<file path="src/hw/rtl/multichannel_input_debouncer_defines.svh">
// ----------------------------------------------------------------------------
// Multichannel input debouncer assertion macros
// Concurrent assertion wrappers, compiled out for synthesis.
// ----------------------------------------------------------------------------
`ifndef MULTICHANNEL_INPUT_DEBOUNCER_DEFINES_SVH
`define MULTICHANNEL_INPUT_DEBOUNCER_DEFINES_SVH

`ifndef SYNTHESIS
// Check a property on every clock edge outside reset.
`define MID_ASSERT(lbl, prop) \
  lbl: assert property (@(posedge clk) disable iff (!rst_n) prop) \
    else $error("multichannel_input_debouncer: assertion failed");
// Check a property on every clock edge, reset included.
`define MID_ASSERT_ALWAYS(lbl, prop) \
  lbl: assert property (@(posedge clk) prop) \
    else $error("multichannel_input_debouncer: assertion failed");
`else
`define MID_ASSERT(lbl, prop)
`define MID_ASSERT_ALWAYS(lbl, prop)
`endif

`endif

</file>
<file path="src/hw/rtl/dbnc_pkg.sv">
// ----------------------------------------------------------------------------
// Debouncer package
// Shared constants and types of the multichannel input debouncer.
// ----------------------------------------------------------------------------
`default_nettype none

package dbnc_pkg;

  localparam int NUM_CHANNELS = 16;
  localparam int CH_W         = 4;
  localparam int CNT_W        = 16;
  localparam int IDX_W        = (NUM_CHANNELS > 1) ? $clog2(NUM_CHANNELS) : 1;
  localparam int CFG_IDX_W    = 1;

  localparam logic [CNT_W-1:0] THR_RST = CNT_W'(20);

  localparam logic [CFG_IDX_W-1:0] CFG_LOW_THR  = CFG_IDX_W'(0);
  localparam logic [CFG_IDX_W-1:0] CFG_HIGH_THR = CFG_IDX_W'(1);

  // One sample handed from the input stage to the channel state
  typedef struct packed {
    logic            vld;
    logic [CH_W-1:0] ch;
    logic            lvl;
  } dbnc_upd_t;

endpackage

`default_nettype wire

</file>
<file path="src/hw/rtl/dbnc_core.sv">
// ----------------------------------------------------------------------------
// Debouncer channel state
// Per-channel run counters and debounced levels, updated one sample a cycle.
// ----------------------------------------------------------------------------
`default_nettype none

`include "multichannel_input_debouncer_defines.svh"

module dbnc_core (
  input  logic                       clk,
  input  logic                       rst_n,
  input  dbnc_pkg::dbnc_upd_t        upd_i,
  input  logic [dbnc_pkg::CNT_W-1:0] low_thr_i,
  input  logic [dbnc_pkg::CNT_W-1:0] high_thr_i,
  output logic                       stable_o
);
  import dbnc_pkg::*;

  logic [CNT_W-1:0]        low_run_r  [NUM_CHANNELS];
  logic [CNT_W-1:0]        high_run_r [NUM_CHANNELS];
  logic [NUM_CHANNELS-1:0] deb_r;

  logic             in_range;
  logic [IDX_W-1:0] idx;
  logic [CNT_W-1:0] low_inc;
  logic [CNT_W-1:0] high_inc;
  logic             low_hit;
  logic             high_hit;
  logic [CNT_W-1:0] low_nxt;
  logic [CNT_W-1:0] high_nxt;
  logic             deb_nxt;
  logic             wr_en;

  always_comb begin
    in_range = (int'(upd_i.ch) < NUM_CHANNELS);
    idx      = IDX_W'(upd_i.ch);
    low_inc  = low_run_r[idx] + CNT_W'(1);
    high_inc = high_run_r[idx] + CNT_W'(1);
    low_hit  = (low_inc >= low_thr_i);
    high_hit = (high_inc >= high_thr_i);
    deb_nxt  = deb_r[idx];
    if (upd_i.lvl) begin
      low_nxt  = '0;
      high_nxt = high_hit ? '0 : high_inc;
      if (high_hit) begin
        deb_nxt = 1'b1;
      end
    end else begin
      high_nxt = '0;
      low_nxt  = low_hit ? '0 : low_inc;
      if (low_hit) begin
        deb_nxt = 1'b0;
      end
    end
    wr_en    = upd_i.vld && in_range;
    // idle high for channels that do not exist
    stable_o = in_range ? deb_nxt : 1'b1;
  end

  always_ff @(posedge clk) begin
    if (!rst_n) begin
      for (int i = 0; i < NUM_CHANNELS; i++) begin
        low_run_r[i]  <= '0;
        high_run_r[i] <= '0;
      end
      deb_r <= '1;
    end else if (wr_en) begin
      low_run_r[idx]  <= low_nxt;
      high_run_r[idx] <= high_nxt;
      deb_r[idx]      <= deb_nxt;
    end
  end

  `MID_ASSERT(a_core_hold, (!wr_en) |=> $stable(deb_r))
  `MID_ASSERT(a_core_run_clr, (wr_en && upd_i.lvl) |=> (low_run_r[$past(idx)] == '0))

endmodule

`default_nettype wire

</file>
<file path="src/hw/rtl/multichannel_input_debouncer.sv">
// A result reaches out_valid via the input stage, then the result register.
// Throughput: one item per cycle unless out_ready stalls a full result register.
// in_ready drops only while both the input stage and the result register are full.
// Reset (rst_n low, synchronous): all channels high, run counters zero,
// both thresholds 20, pipeline empty.
// ----------------------------------------------------------------------------
// Multichannel input debouncer
// Counter-based debouncer with separate low and high thresholds for up to
// sixteen scanned input channels.
// ----------------------------------------------------------------------------
`default_nettype none

`include "multichannel_input_debouncer_defines.svh"

module multichannel_input_debouncer (
  input  logic                           clk,
  input  logic                           rst_n,
  // configuration writes
  input  logic                           cfg_we,
  input  logic [dbnc_pkg::CFG_IDX_W-1:0] cfg_index,
  input  logic [dbnc_pkg::CNT_W-1:0]     cfg_data,
  // sample input
  input  logic                           in_valid,
  output logic                           in_ready,
  input  logic [dbnc_pkg::CH_W-1:0]      in_channel,
  input  logic                           in_raw_level,
  // debounced result
  output logic                           out_valid,
  input  logic                           out_ready,
  output logic                           out_stable_level
);
  import dbnc_pkg::*;

  // Threshold registers
  logic [CNT_W-1:0] low_thr_r;
  logic [CNT_W-1:0] high_thr_r;

  // Input stage: holds the accepted item until the state update takes it
  logic            s1_vld_r;
  logic [CH_W-1:0] s1_ch_r;
  logic            s1_lvl_r;

  // Result register
  logic out_vld_r;
  logic out_stable_r;

  logic      s1_adv;
  logic      stable;
  dbnc_upd_t upd;

  always_ff @(posedge clk) begin
    if (!rst_n) begin
      low_thr_r  <= THR_RST;
      high_thr_r <= THR_RST;
    end else if (cfg_we) begin
      unique case (cfg_index)
        CFG_LOW_THR:  low_thr_r  <= cfg_data;
        CFG_HIGH_THR: high_thr_r <= cfg_data;
        default:      ;
      endcase
    end
  end

  // Advance the input stage whenever the result register is free or draining.
  assign s1_adv   = s1_vld_r && (!out_vld_r || out_ready);
  assign in_ready = !s1_vld_r || s1_adv;

  always_ff @(posedge clk) begin
    if (!rst_n) begin
      s1_vld_r <= 1'b0;
    end else if (in_ready) begin
      s1_vld_r <= in_valid;
    end
  end

  // Payload needs no reset: load on accept only.
  always_ff @(posedge clk) begin
    if (in_valid && in_ready) begin
      s1_ch_r  <= in_channel;
      s1_lvl_r <= in_raw_level;
    end
  end

  // The state update commits exactly when the item moves to the result register.
  always_comb begin
    upd.vld = s1_adv;
    upd.ch  = s1_ch_r;
    upd.lvl = s1_lvl_r;
  end

  dbnc_core u_core (
    .clk        (clk),
    .rst_n      (rst_n),
    .upd_i      (upd),
    .low_thr_i  (low_thr_r),
    .high_thr_i (high_thr_r),
    .stable_o   (stable)
  );

  // Hold the result until taken; refill in the same cycle when possible.
  always_ff @(posedge clk) begin
    if (!rst_n) begin
      out_vld_r <= 1'b0;
    end else if (s1_adv) begin
      out_vld_r <= 1'b1;
    end else if (out_ready) begin
      out_vld_r <= 1'b0;
    end
  end

  always_ff @(posedge clk) begin
    if (s1_adv) begin
      out_stable_r <= stable;
    end
  end

  assign out_valid        = out_vld_r;
  assign out_stable_level = out_stable_r;

  `MID_ASSERT(a_stall_full, (!in_ready) |-> (s1_vld_r && out_vld_r && !out_ready))
  `MID_ASSERT(a_adv_result, s1_adv |=> out_valid)
  `MID_ASSERT_ALWAYS(a_reset_empty, (!rst_n) |=> (!out_valid && in_ready))

endmodule

`default_nettype wire
</file>
<file path="config.mk">
export PLATFORM = sky130hd
export DESIGN_NAME = multichannel_input_debouncer
export DESIGN_NICKNAME = d
export VERILOG_FILES = /design/src/hw/rtl/dbnc_pkg.sv /design/src/hw/rtl/dbnc_core.sv /design/src/hw/rtl/multichannel_input_debouncer.sv
export VERILOG_INCLUDE_DIRS = /design/src /design/src/hw/rtl
export SDC_FILE = /design/constraint.sdc
export NUM_CORES = 1
export LEC_CHECK = 0
export ABC_CLOCK_PERIOD_IN_PS = 12000
export BUFFER_PORTS_ARGS = -buffer_cell sky130_fd_sc_hd__buf_2
export CAP_MARGIN = 40
export CORE_ASPECT_RATIO = 0.6
export CORE_UTILIZATION = 47
export CTS_CLUSTER_SIZE = 12
export DETAILED_ROUTE_END_ITERATION = 10
export SYNTH_ARGS = -nofsm -noshare
export SYNTH_HDL_FRONTEND = slang
export SYNTH_HIERARCHICAL = 1
export SYNTH_SLANG_ARGS = --single-unit
</file>
<file path="constraint.sdc">
create_clock -name clk -period 12 [get_ports clk]
set_clock_uncertainty 0.2 [all_clocks]
set_input_delay 3 -clock clk [delete_from_list [all_inputs] [get_ports clk]]
set_output_delay 3 -clock clk [all_outputs]
set_load 0.02 [all_outputs]
</file>
==> Yosys cells after proc, flatten, opt, wreduce, memory -nomap -nowiden <==
Memory sizes are Yosys's and may differ from the RTL's. A register that Yosys moved wholly into a read port is not among the register bits.
Index checks and enable logic that the tools add are counted.
{ "word_totals": {"regBits": 56, "ram_bits": 512, "out_inout_bits": 3, "mem_count": 2} }
{ "classes": {"addsub": 2, "magnitude_cmp": 4, "muxes": 26, "n_bitwise": 1, "reduce_logical": 12} }
{ "mem_list": {"columns": ["memory", "depth", "width", "read_ports", "rd_ports_with_merged_regs", "write_ports", "line_no", "rtl"], "rows": [
  ["u_core.high_run_r", 16, 16, 1, 1, 16, "dbnc_core.sv:20", "logic [CNT_W-1:0] high_run_r [NUM_CHANNELS];"],
  ["u_core.low_run_r", 16, 16, 1, 1, 16, "dbnc_core.sv:19", "logic [CNT_W-1:0] low_run_r [NUM_CHANNELS];"]
]} }
{ "op_table": {"columns": ["operator", "n"], "rows": [
  ["$mux W16", 6],
  ["$add A16 B1 Y16 const B", 2],
  ["$ge A16 B16 Y1", 2],
  ["$reduce_or A16 Y1", 2],
  ["$bwmux W16", 1],
  ["$mux W4", 4],
  ["$mux W1", 13],
  ["$lt A4 B5 Y1 const B", 1],
  ["$bmux W1 S4", 1],
  ["$demux W1 S4", 1],
  ["$ge A4 B1 Y1 const B", 1],
  ["$reduce_and A2 Y1", 2],
  ["$logic_and A1 B1 Y1", 3],
  ["$logic_not A1 Y1", 2],
  ["$logic_or A1 B1 Y1", 2],
  ["$reduce_bool A2 Y1", 1],
  ["$not A1 Y1", 1]
]} }

==> Longest topological paths before layout <==
{ "depth": {"word_depth": 8, "mapped_depth": 23, "ltp_nobuf": 17} }

==> Modules after synthesis <==
The synthesis kept the hierarchy.
{ "by_module_without_submodules": {"columns": ["mod", "instances", "cells_per_inst", "area_per_inst_um2"], "rows": [
  ["dbnc_core", 1, 1712, 24573.6],
  ["multichannel_input_debouncer", 1, 142, 1512.7]
]} }

==> Least setup slack after synthesis <==
OpenSTA, ideal clock, no wires.
{ "synth_timing": {"kind": "input -> register", "start": "in out_ready", "end": "mem u_core.high_run_r[10][0], enable pin", "arrival_time_ns": 6.018, "required_ns": 11.332, "path_slack_ns": 5.314, "path_stages": 5, "n_path_buf": 0, "cell_sequence": "nor2b_1 nor2b_1 nand2_1 or2_2 o21ai_0"} }
{ "synth_rtl": {"columns": ["item", "line_no", "rtl"], "rows": [
  ["from (decl)", "multichannel_input_debouncer.sv:29", "input logic out_ready,"],
  ["to (decl)", "dbnc_core.sv:20", null]
]} }

==> flow_results.xml <==
<?xml version="1.0" encoding="UTF-8"?>
<metrics>
  <group name="synthesis">
    <metric name="main_area_contributors_after_synthesis" unit="">sky130_fd_sc_hd__edfxtp_1, sky130_fd_sc_hd__mux4_2, sky130_fd_sc_hd__nor2_1, sky130_fd_sc_hd__dfxtp_1, sky130_fd_sc_hd__nor3_1</metric>
    <metric name="yosys.area.top_type" unit="">sky130_fd_sc_hd__edfxtp_1</metric>
    <metric name="synth.avg_cell_area" unit="um^2">14.1</metric>
    <metric name="syn-instance-count" unit="">1854</metric>
    <metric name="ys_warn_count" unit="">6</metric>
    <metric name="synth.ff_latch_count" unit="">568</metric>
    <metric name="post-synth-top-count-cell" unit="">sky130_fd_sc_hd__edfxtp_1</metric>
    <metric name="netlist-cell-type-count" unit="">63</metric>
    <metric name="synth_enable_flop_cells" unit="">518</metric>
    <metric name="mappedNetlistNets" unit="">1915</metric>
    <metric name="yosysTopAreaCellShare" unit="%">59.6</metric>
    <metric name="synthArstFlopShare" unit="%">0</metric>
    <metric name="synth_sequential_area_ratio" unit="%">63.5</metric>
    <metric name="synth-main-ff-cell" unit="">sky130_fd_sc_hd__edfxtp_1</metric>
    <metric name="post_synth_instance_area" unit="um^2">26100</metric>
    <metric name="synth.cells.most_frequent" unit="">sky130_fd_sc_hd__edfxtp_1, sky130_fd_sc_hd__nor2_1, sky130_fd_sc_hd__mux4_2</metric>
  </group>
  <group name="timing">
    <metric name="final_layout_worst_hold_slack" unit="ns">0.255</metric>
    <metric name="max_freq" unit="MHz">133</metric>
    <metric name="finalCritPeriodShare" unit="%">62.6</metric>
    <metric name="worstMarginPinSlew" unit="ns">0.938</metric>
    <metric name="postLayoutSetupSlackWorst" unit="ns">4.49</metric>
    <metric name="setup_viol" unit="">0</metric>
    <metric name="finalMaxSlewViolations" unit="">0</metric>
    <metric name="timing.final.hold_violations" unit="">0</metric>
    <metric name="fin_crit" unit="ns">7.51</metric>
    <metric name="sum_of_negative_setup_slack" unit="ns">0</metric>
    <metric name="timing.slew.headroom" unit="%">37.2</metric>
    <metric name="unrepaired_setup_endpoints_after_global_routing" unit="">false</metric>
  </group>
  <group name="grt">
    <metric name="grt_first_pass_wirelength" unit="mm">112</metric>
    <metric name="grt_pass1_vias" unit="">16300</metric>
    <metric name="grt_usage" unit="%">27.5</metric>
    <metric name="grt_antenna_before_repair" unit="">0</metric>
    <metric name="grt_max_degree" unit="">95</metric>
    <metric name="grt_overflow_total" unit="">0</metric>
  </group>
  <group name="critical_path">
    <metric name="worst_setup_path_startpoint" unit="">s1_ch_r[1]</metric>
    <metric name="worstPathMaxFanout" unit="">94</metric>
    <metric name="setup.worst_path.class" unit="">reg -&gt; reg</metric>
    <metric name="worstSetupStartpointType" unit="">register</metric>
    <metric name="rr_startpoint" unit="">s1_ch_r[1]</metric>
    <metric name="worstPathArrival" unit="ns">7.64</metric>
    <metric name="worstSetupEndpointType" unit="">register</metric>
    <metric name="critical_path.slowest_cell" unit="">sky130_fd_sc_hd__xnor2_2</metric>
    <metric name="cell_chain_of_the_critical_path" unit="">buf_12 &gt; buf_4 &gt; mux4_2 &gt; a22oi_1 &gt; nand2_1 &gt; nand4_2 &gt; nor3_1 &gt; xnor2_2 &gt; inv_1 &gt; ha_1 &gt; a21oi_1 &gt; o21ai_0 &gt; a211oi_1 &gt; a211o_1 &gt; nand2_4 &gt; buf_4 &gt; or2_2 &gt; nor2_1</metric>
    <metric name="reg2reg_setup_slack" unit="ns">4.49</metric>
    <metric name="cp_data_required_time" unit="ns">12.13</metric>
    <metric name="critPathMaxStageDelay" unit="ns">0.73</metric>
    <metric name="cp_common_cell" unit="">sky130_fd_sc_hd__buf_4</metric>
  </group>
  <group name="cts">
    <metric name="cts.reportedPaths.clkPinSlew" unit="ns">0.06</metric>
    <metric name="holdBufCountCts" unit="">0</metric>
    <metric name="clk_path_buf_depth" unit="">3</metric>
    <metric name="post_cts_resize_count" unit="">0</metric>
    <metric name="cts.htree.levels" unit="">2</metric>
    <metric name="cts.root.buffer_cell" unit="">sky130_fd_sc_hd__clkbuf_16</metric>
    <metric name="tritoncts.num_buffers" unit="">55</metric>
    <metric name="cts_setup_buffers" unit="">0</metric>
    <metric name="insertion_delay" unit="ns">0.59</metric>
    <metric name="tritoncts_num_sinks" unit="">568</metric>
    <metric name="cts_tree" unit="">yes</metric>
  </group>
  <group name="floorplan">
    <metric name="die_width" unit="um">306</metric>
    <metric name="num_rows" unit="">66</metric>
    <metric name="start_util" unit="%">47.9</metric>
    <metric name="core-area" unit="um^2">54500</metric>
    <metric name="floorplan.die_area" unit="um^2">56500</metric>
    <metric name="fp.dieH" unit="um">184</metric>
    <metric name="num_io_pins" unit="">30</metric>
  </group>
  <group name="place">
    <metric name="numPortBuffers" unit="">29</metric>
    <metric name="place.gp.congestion" unit="">0.898</metric>
    <metric name="place_hpwl" unit="mm">48.9</metric>
    <metric name="pre_cts_ws" unit="ns">4.58</metric>
  </group>
  <group name="final_layout">
    <metric name="area.growth.synth_to_final" unit="%">10.9</metric>
    <metric name="final_layout_size_suffix_gt1_share" unit="%">22.0</metric>
    <metric name="fill_cell_instance_count_of_the_final_layout" unit="">4484</metric>
    <metric name="multi_input_comb_area" unit="um^2">8650</metric>
    <metric name="num_antenna_cells" unit="">0</metric>
    <metric name="finish.net_count" unit="">1929</metric>
    <metric name="regArea" unit="um^2">16600</metric>
  </group>
  <group name="detailed_routing">
    <metric name="vias" unit="">16400</metric>
    <metric name="firstDrtPassIters" unit="">5</metric>
    <metric name="drc_errors" unit="">0</metric>
    <metric name="drt_iter0_drc" unit="">2150</metric>
    <metric name="avgViaCountPerCell" unit="">6.23</metric>
    <metric name="route.final.wire_length" unit="mm">75.6</metric>
    <metric name="route.antenna.remaining_nets" unit="">0</metric>
    <metric name="wire_per_inst" unit="um">28.8</metric>
  </group>
  <group name="worst_hold_path">
    <metric name="min_path_type" unit="">reg -&gt; reg</metric>
    <metric name="hold_start" unit="">high_thr_r[10]</metric>
  </group>
  <group name="status">
    <metric name="outcome" unit="">finished clean</metric>
  </group>
  <group name="power_and_ir_drop">
    <metric name="power.static_leakage" unit="nW">10.1</metric>
    <metric name="p_per_area" unit="nW/um^2">153</metric>
    <metric name="ir_drop" unit="mV">0.101</metric>
  </group>
  <group name="flow_run">
    <metric name="max_cap_viol_count" unit="">0</metric>
  </group>
</metrics>
[critical path, delay by kind of cell, from the launching register on]
kind | cells | cell delay [ns]
AO/OA/AOI/OAI | 5 | 1.39
XOR/XNOR | 1 | 0.73
adder cells (fa/ha/maj) | 1 | 0.36
buffers and inverters | 4 | 1.99
flip-flops | 1 | 0.38
multiplexers | 1 | 0.40
AND/OR/NAND/NOR | 6 | 1.67
[cell usage in the layout (no fill, tap or decap), drive strengths merged, types with 50 or more instances in the layout]
cell    count
nand2     103
nor3      118
a22oi      56
mux4      137
edfxtp    518
nor2      412
buf       107
clkbuf     99
dfxtp      50
inv        64
[stage by stage]
step           cells  instance area (um^2)  utilization, %  total power, mW
2_1_floorplan   1854                 26100               -             2.62
3_3_place_gp    2503                 26900            49.4             2.77
3_5_place_dp    2524                 27200            49.9             2.80
4_1_cts         2627                 28900            53.0             4.45
5_1_grt         2628                 28900            53.1             4.57
6_report        2628                 28900            53.1             4.43
[cell type report]
| type | count | share of cell area [%] |
|---|---|---|
| clock inverter | 4 | 0.156 |
| tap | 714 | 3.09 |
| multi-input combinational | 1072 | 29.9 |
| inverter | 64 | 0.831 |
| sequential | 568 | 57.2 |
| clock buffer | 99 | 5.65 |
| timing repair buffer | 107 | 3.13 |
[logic make-up (layout without fill, tap and decap cells)]
kind of cell | count (synthesis) | count (layout) | synth area share [%]
compound gates | 133 | 133 | 3.81
xor+xnor | 28 | 28 | 1.62
fa+ha+maj | 34 | 34 | 1.63
buf+inv | 214 | 274 | 4.22
flops | 568 | 568 | 63.5
mux | 165 | 165 | 12.9
simple gates | 712 | 712 | 12.3
[per-layer routing]
metal  vias to the layer above  part of all wire, %  track usage, %  routed length, um
met5                         -                    0               0                  0
met4                         0                  1.7            5.58               1270
met3                        97                   14            9.73              10700
met2                      1016                   40            36.8              29900
met1                      8382                   45            42.5              33800
li1                       6890                    -               -                  -
[report_power, final]
group | switching (mW) | total, mW | internal (mW)
registers | 0.0216 | 2.25 | 2.23
logic | 0.359 | 0.520 | 0.161
clock network | 0.730 | 1.66 | 0.934
total | 1.11 | 4.43 | 3.32
[sequential cells by signal (all words and copies together), names as in the netlist, 4 cells and up]
signal and flops:
high_thr_r 16, s1_ch_r 4, u_core/high_run_r 256, u_core/low_run_r 256, u_core/deb_r 16, low_thr_r 16
[path summary, 6_finish.rpt]
path                             endpoint  depth (start not counted)
setup / recovery  u_core/high_run_r[1][0]                         18
hold / removal             high_thr_r[10]                          2
setup reg to reg  u_core/high_run_r[1][0]                         18
hold reg to reg            high_thr_r[10]                          2
(Power assumes the default switching activity.)
